File: src/hw/rtl/pcm_pkg.sv
// ----------------------------------------------------------------------------
// pcm_pkg: shared types and constants for the pedal cadence meter
// field widths, register reset value and rate saturation code
// ----------------------------------------------------------------------------
`default_nettype none

package pcm_pkg;

  localparam int TIME_W = 32;
  localparam int TPM_W  = 27;
  localparam int RATE_W = 32;
  localparam int NUM_W  = TPM_W + 4;

  localparam logic [TPM_W-1:0]  TPM_RESET = TPM_W'(60000000);
  localparam logic [RATE_W-1:0] RATE_SAT  = {RATE_W{1'b1}};

  typedef logic [TIME_W-1:0] time_t;
  typedef logic [NUM_W-1:0]  num_t;
  typedef logic [RATE_W-1:0] rate_t;

  typedef struct packed {
    logic start;
    num_t num;
  } div_req_t;

endpackage

`default_nettype wire

File: src/hw/rtl/pcm_ram.sv
// ----------------------------------------------------------------------------
// pcm_ram: generic simple dual-port ram
// one write port, one read port with registered read data
// ----------------------------------------------------------------------------
`default_nettype none

module pcm_ram #(
  parameter int WIDTH = 32,
  parameter int DEPTH = 12
) (
  input  wire                       clk,
  input  wire                       wr_en,
  input  wire  [$clog2(DEPTH)-1:0]  wr_addr,
  input  wire  [WIDTH-1:0]          wr_data,
  input  wire                       rd_en,
  input  wire  [$clog2(DEPTH)-1:0]  rd_addr,
  output logic [WIDTH-1:0]          rd_data
);

  logic [WIDTH-1:0] mem [DEPTH];

  always_ff @(posedge clk) begin
    if (wr_en) begin
      mem[wr_addr] <= wr_data;
    end
    if (rd_en) begin
      rd_data <= mem[rd_addr];
    end
  end

endmodule

`default_nettype wire

File: src/hw/rtl/pcm_divider.sv
// ----------------------------------------------------------------------------
// pcm_divider: bit-serial restoring divider
// one quotient bit per cycle, done pulses at end
// ----------------------------------------------------------------------------
`default_nettype none

module pcm_divider #(
  parameter int DEN_W = 32
) (
  input  wire                       clk,
  input  wire                       rst,
  input  pcm_pkg::div_req_t         req,
  input  wire  [DEN_W-1:0]          den,
  output logic                      done,
  output pcm_pkg::num_t             quot
);

  import pcm_pkg::*;

  localparam int CNT_W = $clog2(NUM_W);
  localparam logic [CNT_W-1:0] CNT_LAST = CNT_W'(NUM_W - 1);

  logic             busy;
  logic [CNT_W-1:0] cnt;
  logic [DEN_W-1:0] rem;
  logic [DEN_W-1:0] den_r;
  num_t             num_sr;

  logic [DEN_W:0]   rem2;
  logic             ge;
  logic [DEN_W:0]   diff;

  always_comb begin
    rem2 = {rem, num_sr[NUM_W-1]};
    ge   = rem2 >= {1'b0, den_r};
    diff = rem2 - {1'b0, den_r};
  end

  always_ff @(posedge clk) begin
    if (rst) begin
      busy <= 1'b0;
      done <= 1'b0;
      cnt  <= '0;
    end else begin
      done <= 1'b0;
      if (req.start) begin
        busy <= 1'b1;
        cnt  <= '0;
      end else if (busy) begin
        cnt <= cnt + CNT_W'(1);
        if (cnt == CNT_LAST) begin
          busy <= 1'b0;
          done <= 1'b1;
        end
      end
    end
  end

  always_ff @(posedge clk) begin
    if (req.start) begin
      rem    <= '0;
      den_r  <= den;
      num_sr <= req.num;
    end else if (busy) begin
      rem    <= ge ? diff[DEN_W-1:0] : rem2[DEN_W-1:0];
      num_sr <= {num_sr[NUM_W-2:0], ge};
    end
  end

  assign quot = num_sr;

endmodule

`default_nettype wire

File: src/hw/rtl/pedal_cadence_meter_top.sv
// ----------------------------------------------------------------------------
// pedal_cadence_meter_top: crank cadence from magnet pulse timestamps
// one pulse in work at a time, paced by the two bit-serial dividers
// (31 quotient bits each, run side by side) plus ring read and setup
// input is taken again while a result waits in the output register
// rst is synchronous; no ring clearing, counters and handshake reset at once
// ----------------------------------------------------------------------------
`default_nettype none

module pedal_cadence_meter_top #(
  parameter int MAGNETS = 12
) (
  input  wire                       clk,
  input  wire                       rst,
  input  wire                       cfg_wr_en,
  input  wire  [pcm_pkg::TPM_W-1:0] cfg_wr_data,
  input  wire                       s_tvalid,
  output logic                      s_tready,
  input  wire  [31:0]               s_tdata,   // pulse_time
  output logic                      m_tvalid,
  input  wire                       m_tready,
  output logic [63:0]               m_tdata,   // instant_rate, average_rate
  output logic [7:0]                m_tuser    // instant_valid, average_valid,
                                               // zero_interval, zero fill
);

  import pcm_pkg::*;

  localparam int SLOT_W = $clog2(MAGNETS);
  localparam int CNT_W  = $clog2(MAGNETS + 2);
  localparam int DEN_W  = TIME_W + $clog2(MAGNETS + 1);

  localparam logic [SLOT_W-1:0] SLOT_LAST = SLOT_W'(MAGNETS - 1);
  localparam logic [CNT_W-1:0]  CNT_FULL  = CNT_W'(MAGNETS + 1);

  localparam logic [2:0] ST_IDLE = 3'd0;
  localparam logic [2:0] ST_READ = 3'd1;
  localparam logic [2:0] ST_MUL  = 3'd2;
  localparam logic [2:0] ST_DIV  = 3'd3;
  localparam logic [2:0] ST_FIN  = 3'd4;

  logic [2:0]        state;
  logic [TPM_W-1:0]  tpm;
  logic [SLOT_W-1:0] slot;
  logic [CNT_W-1:0]  pulse_cnt;
  logic [CNT_W-1:0]  cnt_next;

  time_t             cur_time;
  time_t             last_time;
  time_t             old_time;
  time_t             d_inst;
  time_t             d_avg;
  logic              inst_ok;
  logic              avg_ok;
  logic              inst_zero;
  logic              avg_zero;

  div_req_t          req;
  logic [DEN_W-1:0]  den_inst;
  time_t             den_avg;
  logic              inst_done;
  logic              avg_done;
  num_t              q_inst;
  num_t              q_avg;

  rate_t             inst_rate;
  rate_t             avg_rate;

  logic              in_fire;
  logic              out_free;

  assign in_fire  = s_tvalid && s_tready;
  assign out_free = !m_tvalid || m_tready;
  assign s_tready = (state == ST_IDLE);

  assign cnt_next = (pulse_cnt == CNT_FULL) ? pulse_cnt : pulse_cnt + CNT_W'(1);

  always_ff @(posedge clk) begin
    if (rst) begin
      tpm <= TPM_RESET;
    end else if (cfg_wr_en) begin
      tpm <= cfg_wr_data;
    end
  end

  pcm_ram #(
    .WIDTH (TIME_W),
    .DEPTH (MAGNETS)
  ) u_ring (
    .clk     (clk),
    .wr_en   (state == ST_READ),
    .wr_addr (slot),
    .wr_data (cur_time),
    .rd_en   (in_fire),
    .rd_addr (slot),
    .rd_data (old_time)
  );

  always_ff @(posedge clk) begin
    if (rst) begin
      state     <= ST_IDLE;
      slot      <= '0;
      pulse_cnt <= '0;
      m_tvalid  <= 1'b0;
    end else begin
      if (state == ST_FIN && out_free) begin
        m_tvalid <= 1'b1;
      end else if (m_tready) begin
        m_tvalid <= 1'b0;
      end
      case (state)
        ST_IDLE: begin
          if (in_fire) begin
            state <= ST_READ;
          end
        end
        ST_READ: begin
          slot      <= (slot == SLOT_LAST) ? '0 : slot + SLOT_W'(1);
          pulse_cnt <= cnt_next;
          state     <= ST_MUL;
        end
        ST_MUL: begin
          state <= ST_DIV;
        end
        ST_DIV: begin
          if (inst_done && avg_done) begin
            state <= ST_FIN;
          end
        end
        ST_FIN: begin
          if (out_free) begin
            state <= ST_IDLE;
          end
        end
        default: begin
          state <= ST_IDLE;
        end
      endcase
    end
  end

  always_ff @(posedge clk) begin
    if (in_fire) begin
      cur_time <= s_tdata;
    end
    if (state == ST_READ) begin
      d_inst    <= cur_time - last_time;
      d_avg     <= cur_time - old_time;
      last_time <= cur_time;
      inst_ok   <= cnt_next >= CNT_W'(2);
      avg_ok    <= cnt_next == CNT_FULL;
    end
    if (state == ST_MUL) begin
      inst_zero <= d_inst == '0;
      avg_zero  <= d_avg == '0;
    end
    if (state == ST_FIN && out_free) begin
      m_tdata <= {avg_rate, inst_rate};
      m_tuser <= {5'b00000, (inst_ok && inst_zero) || (avg_ok && avg_zero), avg_ok, inst_ok};
    end
  end

  always_comb begin
    req.start = (state == ST_MUL);
    req.num   = {tpm, 4'b0000};
    den_inst  = DEN_W'(d_inst) * DEN_W'(MAGNETS);
    den_avg   = d_avg;
  end

  pcm_divider #(
    .DEN_W (DEN_W)
  ) u_div_inst (
    .clk  (clk),
    .rst  (rst),
    .req  (req),
    .den  (den_inst),
    .done (inst_done),
    .quot (q_inst)
  );

  pcm_divider #(
    .DEN_W (TIME_W)
  ) u_div_avg (
    .clk  (clk),
    .rst  (rst),
    .req  (req),
    .den  (den_avg),
    .done (avg_done),
    .quot (q_avg)
  );

  always_comb begin
    if (!inst_ok) begin
      inst_rate = '0;
    end else if (inst_zero) begin
      inst_rate = RATE_SAT;
    end else begin
      inst_rate = RATE_W'(q_inst);
    end
    if (!avg_ok) begin
      avg_rate = '0;
    end else if (avg_zero) begin
      avg_rate = RATE_SAT;
    end else begin
      avg_rate = RATE_W'(q_avg);
    end
  end

endmodule

`default_nettype wire

File: config.mk
export PLATFORM = sky130hd
export DESIGN_NAME = pedal_cadence_meter_top
export DESIGN_NICKNAME = d
export VERILOG_FILES = /design/src/hw/rtl/pcm_pkg.sv /design/src/hw/rtl/pcm_ram.sv /design/src/hw/rtl/pcm_divider.sv /design/src/hw/rtl/pedal_cadence_meter_top.sv
export SDC_FILE = /design/constraint.sdc
export NUM_CORES = 1
export LEC_CHECK = 0
export ABC_AREA = 1
export BUFFER_PORTS_ARGS = -buffer_cell sky130_fd_sc_hd__buf_2
export CORE_MARGIN = 10
export CORE_UTILIZATION = 35
export CTS_BUF_LIST = sky130_fd_sc_hd__clkbuf_16
export DETAILED_ROUTE_END_ITERATION = 8
export PLACE_DENSITY_LB_ADDON = 0.15
export SYNTH_ARGS = -nofsm -noshare
export SYNTH_HDL_FRONTEND = slang
export SYNTH_HIERARCHICAL = 1
export SYNTH_SLANG_ARGS = --single-unit
File: constraint.sdc
create_clock -name clk -period 8.5 [get_ports clk]
set_input_delay 1.7 -clock clk [delete_from_list [all_inputs] [get_ports clk]]
set_output_delay 1.7 -clock clk [all_outputs]
set_load 0.01 [all_outputs]
==> results of run 1 <==
-- worst reg2reg max path, cell delays in order (launching register included) --
cell     delay [ps]
dfxtp_1         350
nor2_1          120
inv_1           110
nor2_4          600
buf_4           790
nor2_2           60
buf_4           230
inv_2           500
buf_4           450
-- area by class of cell --
| cell class | count | area (sq um) | share of cell area (%) |
|---|---|---|---|
| multi-input combinational | 3622 | 17640 | 33.38 |
| timing repair buffer | 177 | 1006 | 1.903 |
| inverter | 1039 | 3904 | 7.385 |
| clock buffer | 102 | 2552 | 4.829 |
| sequential | 866 | 24800 | 46.93 |
| tap | 1768 | 2212 | 4.185 |
| clock inverter | 77 | 734.5 | 1.390 |
| antenna | 1 | 2.502 | 0.004734 |
-- cell families after synthesis --
kind of cell             after synthesis
AO/OA/AOI/OAI                        333
XOR/XNOR                              83
adder cells (fa/ha/maj)              191
buffers and inverters               1189
flip-flops                           866
other                                  1
AND/OR/NAND/NOR                     3000
-- metal layers --
layer | share of wire (%) | up-vias | track usage (%) | wire (um)
met5 | 0.010 | - | 0 | 13
met4 | 2.4 | 2 | 4.496 | 3122
met3 | 4.7 | 169 | 2.713 | 6130
met2 | 45 | 775 | 27.29 | 57720
met1 | 48 | 16430 | 23.53 | 62620
li1 | - | 18180 | - | -
-- synth_stat cells, drive strengths merged --
library cell	count	share of area [%]
a211oi	3	0.048
a21boi	1	0.016
a21o	3	0.048
a21oi	134	1.5
a31oi	5	0.066
and2	7	0.096
and3	3	0.040
buf	91	1.4
clkbuf	59	0.47
clkinv	1	0.0080
conb	1	0.0080
dfxtp	121	5.1
edfxtp	745	48
fa	5	0.21
ha	186	4.9
inv	1038	8.3
nand2	2027	16
nand3	484	5.4
nand3b	31	0.49
nand4	34	0.48
nor2	362	3.1
nor3	34	0.42
nor3b	2	0.032
nor4	11	0.15
o2111ai	1	0.019
o21a	1	0.016
o21ai	170	1.8
o21bai	15	0.25
or2	5	0.066
xnor2	35	0.65
xor2	48	0.89
-- through the flow --
stage / power [mW] / worst slack (ps) / instance area, sq um / hold slack [ps] / cells
after CTS: 13.74 / 4879 / 52850 / 448.2 / 7651
final: 13.58 / 4939 / 52860 / 447.9 / 7652
after global routing: 14.46 / 4604 / 52850 / 458.2 / 7651
after global placement: 9.361 / 4783 / 49550 / 438.0 / 7471
after detailed placement: 9.384 / 4756 / 49570 / 438.4 / 7472
after floorplan: 8.291 / 1850 / 47090 / 426.8 / 5677
-- final timing paths --
kind | cells after the start | end
setup / recovery | 8 | u_div_inst/quot[12]
hold / removal | 0 | u_div_avg/den_r[3]
setup reg to reg | 8 | u_div_inst/quot[12]
hold reg to reg | 0 | u_div_avg/den_r[3]
-- flip-flops by register name (all words and copies together), names as in the netlist, 3 cells and up --
signal,flops
u_div_inst/cnt,5
last_time,32
u_div_avg/cnt,5
d_avg,32
u_div_inst/quot,31
d_inst,32
u_ring/rd_data,32
cur_time,32
u_ring/mem,384
tpm,27
m_tuser,3
slot,4
state,3
u_div_avg/rem,32
u_div_avg/den_r,32
m_tdata,64
u_div_inst/rem,36
pulse_cnt,4
u_div_inst/den_r,36
u_div_avg/quot,31
-- power by group --
part | internal, mW | leakage [nW] | switching (mW)
combinational | 1.20 | 15.6 | 2.58
sequential | 5.20 | 7.81 | 0.293
clock | 2.49 | 1.65 | 1.82
total | 8.89 | 25.1 | 4.69
==> flow_metrics.py, run 1 <==
metrics = {
    "die": {
        "floorplan.initialDensity_pct": 35.25,
        "pin_count": 138,
        "die_h_um": 386.6,
        "fp.coreArea_sq_mm": 0.1335,
        "die_w_um": 386.6,
        "floorplan.rows": 134,
        "die_area_sq_mm": 0.1495,
    },
    "sta": {
        "setup_total_negative_slack_ps": 0,
        "max_slew.worst_pin.slew_ps": 1123,
        "final-hold-violation-count": 0,
        "fin_worst_skew_ps": 58.65,
        "clock.fmax_mhz": 280.8,
        "timing.final.crit_share_pct": 41.90,
        "grt_setup_unrepaired": "false",
        "final_setup_fails": 0,
        "min_period_ps": 3561,
        "report.final.slew_viol_count": 0,
        "max_slew_margin_pct": 24.46,
    },
    "cells_and_area": {
        "layout.cells.most_common_list": "nand2_1, inv_1, edfxtp_1",
        "most_common_library_cell_in_the_layout_ignoring_fill_and_taps": "nand2_1",
        "syn_to_final_growth_pct": 12.37,
        "n_fill_cell": 13700,
        "fin_nets": 6059,
        "post-route-util_pct": 39.61,
        "post_route_cells_drive_above_1_share_pct": 7.853,
    },
    "global_routing": {
        "track_usage_pct": 16.95,
        "grt-ovfl-total": 0,
        "vias_in_the_first_global_route": 34390,
        "global_route_wire_length_before_repair_um": 202900,
        "maximum_number_of_pins_on_one_net_before_global_route_repair": 74,
        "antenna_found_initial": 1,
    },
    "worst_setup_path": {
        "rrSetupSlack_ps": 4940,
        "critical_path.slowest_cell": "buf_4",
        "end_kind": "flop",
        "critPathBufInv": 5,
        "setup.worst_path.class": "flop to flop",
        "regToRegStartpoint": "state[2]",
        "nature_of_the_critical_path_startpoint": "flop",
        "critPathLaunch": "state[2]",
        "cp_data_required_time_ps": 8890,
        "crit_arrival_ps": 3950,
        "critical_path.top_delay_family": "buffers and inverters",
        "worstPathMaxFanout": 73,
        "cell_seen_most_often_among_critical_path_stages": "buf_4",
        "crit_path_cell_trace": "nor2_1, inv_1, nor2_4, buf_4, nor2_2, buf_4, inv_2, buf_4",
        "cp_slowest_stage_delay_ps": 790,
    },
    "hold_path": {
        "hold_path.startpoint": "d_avg[3]",
        "holdCritPathClass": "flop to flop",
    },
    "routing": {
        "dr.pass1.iters": 7,
        "antenna_violating_nets_post_route": 0,
        "route.vias.total": 35560,
        "detail_route.wl_per_cell_um": 16.94,
        "viasPerCell": 4.647,
        "drcViolationCount": 0,
        "drt-total-wl_um": 129600,
        "drt_iter0_drc": 2613,
    },
    "placement": {
        "buffer_ports.inserted": 132,
        "final_weighted_congestion_in_routability_driven_placement": 0.8962,
        "place.detailed.hpwl_um": 89640,
    },
    "pwr": {
        "vdd.ir_drop.worst_mv": 0.1811,
        "cellLeakagePower_nw": 25.09,
        "power-per-cell-area_mw_per_mm2": 256.9,
    },
    "synth": {
        "synth_seq_area_share_pct": 52.71,
        "largest_family_of_logic_cells_by_synthesized_area": "simple AND/OR/NAND/NOR gates",
        "synth-simple-area-share_pct": 26.68,
        "ys_ff_latch": 866,
        "synth_compound_area_share_pct": 3.727,
        "synth.avg_cell_area_sq_um": 8.306,
        "post_synth_fa_ha_maj_area_fraction_pct": 5.160,
        "share_of_the_synthesized_netlist_area_taken_by_xor_and_xnor_gates_pct": 1.545,
        "netlist-cell-type-count": 50,
        "post_synth_mux_area_share_pct": 0,
        "syn_area_sq_mm": 0.04704,
        "synth.yosys.warnings": 6,
        "syn_inst": 5663,
    },
    "clock_network": {
        "tritoncts_clock_tree": "built",
        "cts-buffers-inserted": 98,
        "cts.repair.resized": 0,
        "clock_sink_count": 866,
        "cts_root_buffer": "clkbuf_16",
        "clock_tree.buffer_depth": 3,
        "number_of_h_tree_branching_levels": 3,
        "clock_latency_ps": 720,
        "path_clk_slew_ps": 60,
        "cts.hold.buffers_added": 0,
        "cts_post_setup_buffers_inserted": 0,
    },
    "run_status": {
        "run_status": "complete, no violations",
    },
    "job": {
        "max_cap_violations": 0,
    },
}
Note: power is estimated with default switching activity, not from simulation.
==> inputs of run 2 (changes only) <==
==> constraint.sdc (replaced) <==
create_clock -name clk -period 2.9 [get_ports clk]
set_input_delay 0.58 -clock clk [delete_from_list [all_inputs] [get_ports clk]]
set_output_delay 0.58 -clock clk [all_outputs]
set_load 0.01 [all_outputs]
==> run 2 against run 1 <==
Design area up 1.8%. Sequential share of layout area down 0.84 points. Largest cell class unchanged. Non-clock buffer count up 64. First-iteration DRC count down 7.5%.
==> flow_metrics.py, run 2 (synthesized netlist as in run 1, its figures left out) <==
metrics = {
    "run_status": {
        "run_status": "complete, no violations",
    },
    "hold_path": {
        "holdPathStages": 1,
        "holdCritPathClass": "primary input to flop",
        "hold_end": "cur_time[2]",
        "hold_path.startpoint": "s_tdata[2]",
    },
    "clock_network": {
        "cts_post_setup_buffers_inserted": 0,
        "cts.repair.resized": 0,
        "cts.hold.buffers_added": 25,
        "path_clk_slew_ps": 60,
        "cts-buffers-inserted": 99,
        "cts_root_buffer": "clkbuf_16",
        "tritoncts_clock_tree": "built",
        "number_of_h_tree_branching_levels": 3,
        "clock_sink_count": 866,
        "clock_tree.buffer_depth": 3,
        "clock_latency_ps": 730,
    },
    "worst_setup_path": {
        "cp_slowest_stage_delay_ps": 610,
        "worst-r2r-cell-count": 11,
        "critical_path.top_delay_family": "simple AND/OR/NAND/NOR gates",
        "setup.worst_path.class": "flop to flop",
        "crit_arrival_ps": 3260,
        "critical_path.slowest_cell": "nand4_4",
        "rrSetupSlack_ps": 280,
        "regToRegStartpoint": "u_div_inst/den_r[28]",
        "nature_of_the_critical_path_startpoint": "flop",
        "end_kind": "flop",
        "worstPathMaxFanout": 36,
        "crit_path_cell_trace": "inv_1, ha_1, nand2_2, inv_1, a21oi_1, nand2_1, a21oi_2, nand4_4, nand2_1, nand3_1, o21ai_0",
        "timing.rr.end": "u_div_inst/rem[22]",
        "cp_data_required_time_ps": 3540,
        "critPathBufInv": 2,
    },
    "global_routing": {
        "maximum_number_of_pins_on_one_net_before_global_route_repair": 111,
        "global_route_wire_length_before_repair_um": 200300,
        "vias_in_the_first_global_route": 34200,
        "track_usage_pct": 16.73,
        "grt-ovfl-total": 0,
        "antenna_found_initial": 4,
    },
    "sta": {
        "grt_setup_unrepaired": "false",
        "min_period_ps": 2616,
        "fin_hold_ws_ps": 60.60,
        "final_setup_fails": 0,
        "report.final.slew_viol_count": 0,
        "clock.fmax_mhz": 382.3,
        "fin_worst_skew_ps": 78.99,
        "max_slew_margin_pct": 49.02,
        "timing.final.crit_share_pct": 90.20,
        "final_critical_path_setup_slack_ps": 284.1,
        "max_slew.worst_pin.slew_ps": 763.2,
        "final-hold-violation-count": 0,
    },
    "routing": {
        "dr.pass1.iters": 5,
        "drt_iter0_drc": 2417,
        "antenna_violating_nets_post_route": 0,
        "viasPerCell": 4.611,
        "detail_route.wl_per_cell_um": 16.59,
        "route.vias.total": 35600,
        "drcViolationCount": 0,
        "drt-total-wl_um": 128100,
    },
    "cells_and_area": {
        "syn_to_final_growth_pct": 14.41,
        "regMostFlops": "u_ring/mem",
        "most_common_library_cell_in_the_layout_ignoring_fill_and_taps": "nand2_1",
        "n_fill_cell": 13730,
        "fin_nets": 6124,
        "layout.cells.most_common_list": "nand2_1, inv_1, edfxtp_1",
        "post_route_cells_drive_above_1_share_pct": 8.498,
        "reg.largest.list": "u_ring/mem (384), m_tdata (64)",
        "largest_register_ff_count": 384,
        "antenna_cells_inserted": 0,
        "final_non_filler_cell_area_sq_mm": 0.05382,
    },
    "placement": {
        "buffer_ports.inserted": 132,
        "pre_cts_ws_ps": 299.1,
        "place_area_sq_mm": 0.05013,
        "final_weighted_congestion_in_routability_driven_placement": 0.8976,
        "place.detailed.hpwl_um": 90240,
    },
    "job": {
        "max_cap_violations": 0,
    },
    "die": {
        "die_w_um": 386.6,
        "floorplan.rows": 134,
        "die_area_sq_mm": 0.1495,
        "pin_count": 138,
        "fp.coreArea_sq_mm": 0.1335,
        "die_h_um": 386.6,
        "floorplan.initialDensity_pct": 35.25,
    },
    "pwr": {
        "cellLeakagePower_nw": 25.58,
        "power-per-cell-area_mw_per_mm2": 753.5,
        "vdd.ir_drop.worst_mv": 0.5232,
    },
}
-- run 2: changes by cell type in the layout (fill, tap and decap cells not counted), moves of 6 or more --
| cell | previous run | this run |
|---|---|---|
| buf_4 | 44 | 62 |
| buf_12 | 0 | 22 |
| dlygate4sd3_1 | 0 | 25 |
| clkinvlp_4 | 8 | 2 |
| clkinv_2 | 15 | 22 |
| bufinv_16 | 10 | 17 |
-- run 2: through the flow --
step / std cells / utilization, % / total power [mW] / TNS, ps
after floorplan: 5677 / - / 24.28 / -172430
after global placement: 7511 / 37.56 / 27.68 / 0
after detailed placement: 7511 / 37.56 / 27.71 / 0
after CTS: 7722 / 40.33 / 41.04 / 0
after global routing: 7722 / 40.33 / 43.14 / 0
final: 7722 / 40.33 / 40.55 / 0
-- run 2: where the power goes --
| group | switching [mW] | internal (mW) | leakage (nW) | total [mW] |
|---|---|---|---|---|
| sequential | 0.760 | 15.2 | 7.81 | 16.0 |
| combinational | 7.71 | 3.71 | 16.0 | 11.4 |
| clock | 5.33 | 7.82 | 1.75 | 13.1 |
| total | 13.8 | 26.8 | 25.6 | 40.6 |
-- run 2: worst max-delay path by stage --
stage                         start                 end  slack [ps]  cells after the start
3_3_place_gp   u_div_inst/den_r[28]  u_div_inst/rem[29]         290                     11
6_report       u_div_inst/den_r[28]  u_div_inst/rem[22]         280                     11
5_1_grt        u_div_inst/den_r[28]   u_div_inst/rem[8]          20                     11
3_5_place_dp   u_div_inst/den_r[28]  u_div_inst/rem[22]         300                     11
2_1_floorplan              state[1]   u_ring/mem[10][0]        -540                      4
4_1_cts        u_div_inst/den_r[28]  u_div_inst/rem[22]         260                     11
-- run 2: cell type report --
type	instances	area (sq um)	share of cell area, %
Timing Repair Buffer	241	1817	3.376
Clock buffer	100	2502	4.650
Multi-Input combinational cell	3622	17640	32.78
Sequential cell	866	24800	46.09
Clock inverter	86	935.9	1.739
Tap cell	1768	2212	4.110
Inverter	1039	3904	7.254
-- run 2: routing by layer --
| metal | vias up | wire length [um] | GRT usage [%] |
|---|---|---|---|
| li1 | 18310 | - | - |
| met1 | 16540 | 62320 | 23.21 |
| met2 | 607 | 58700 | 27.51 |
| met3 | 143 | 4875 | 2.252 |
| met4 | 6 | 2151 | 3.882 |
| met5 | - | 37 | 0 |
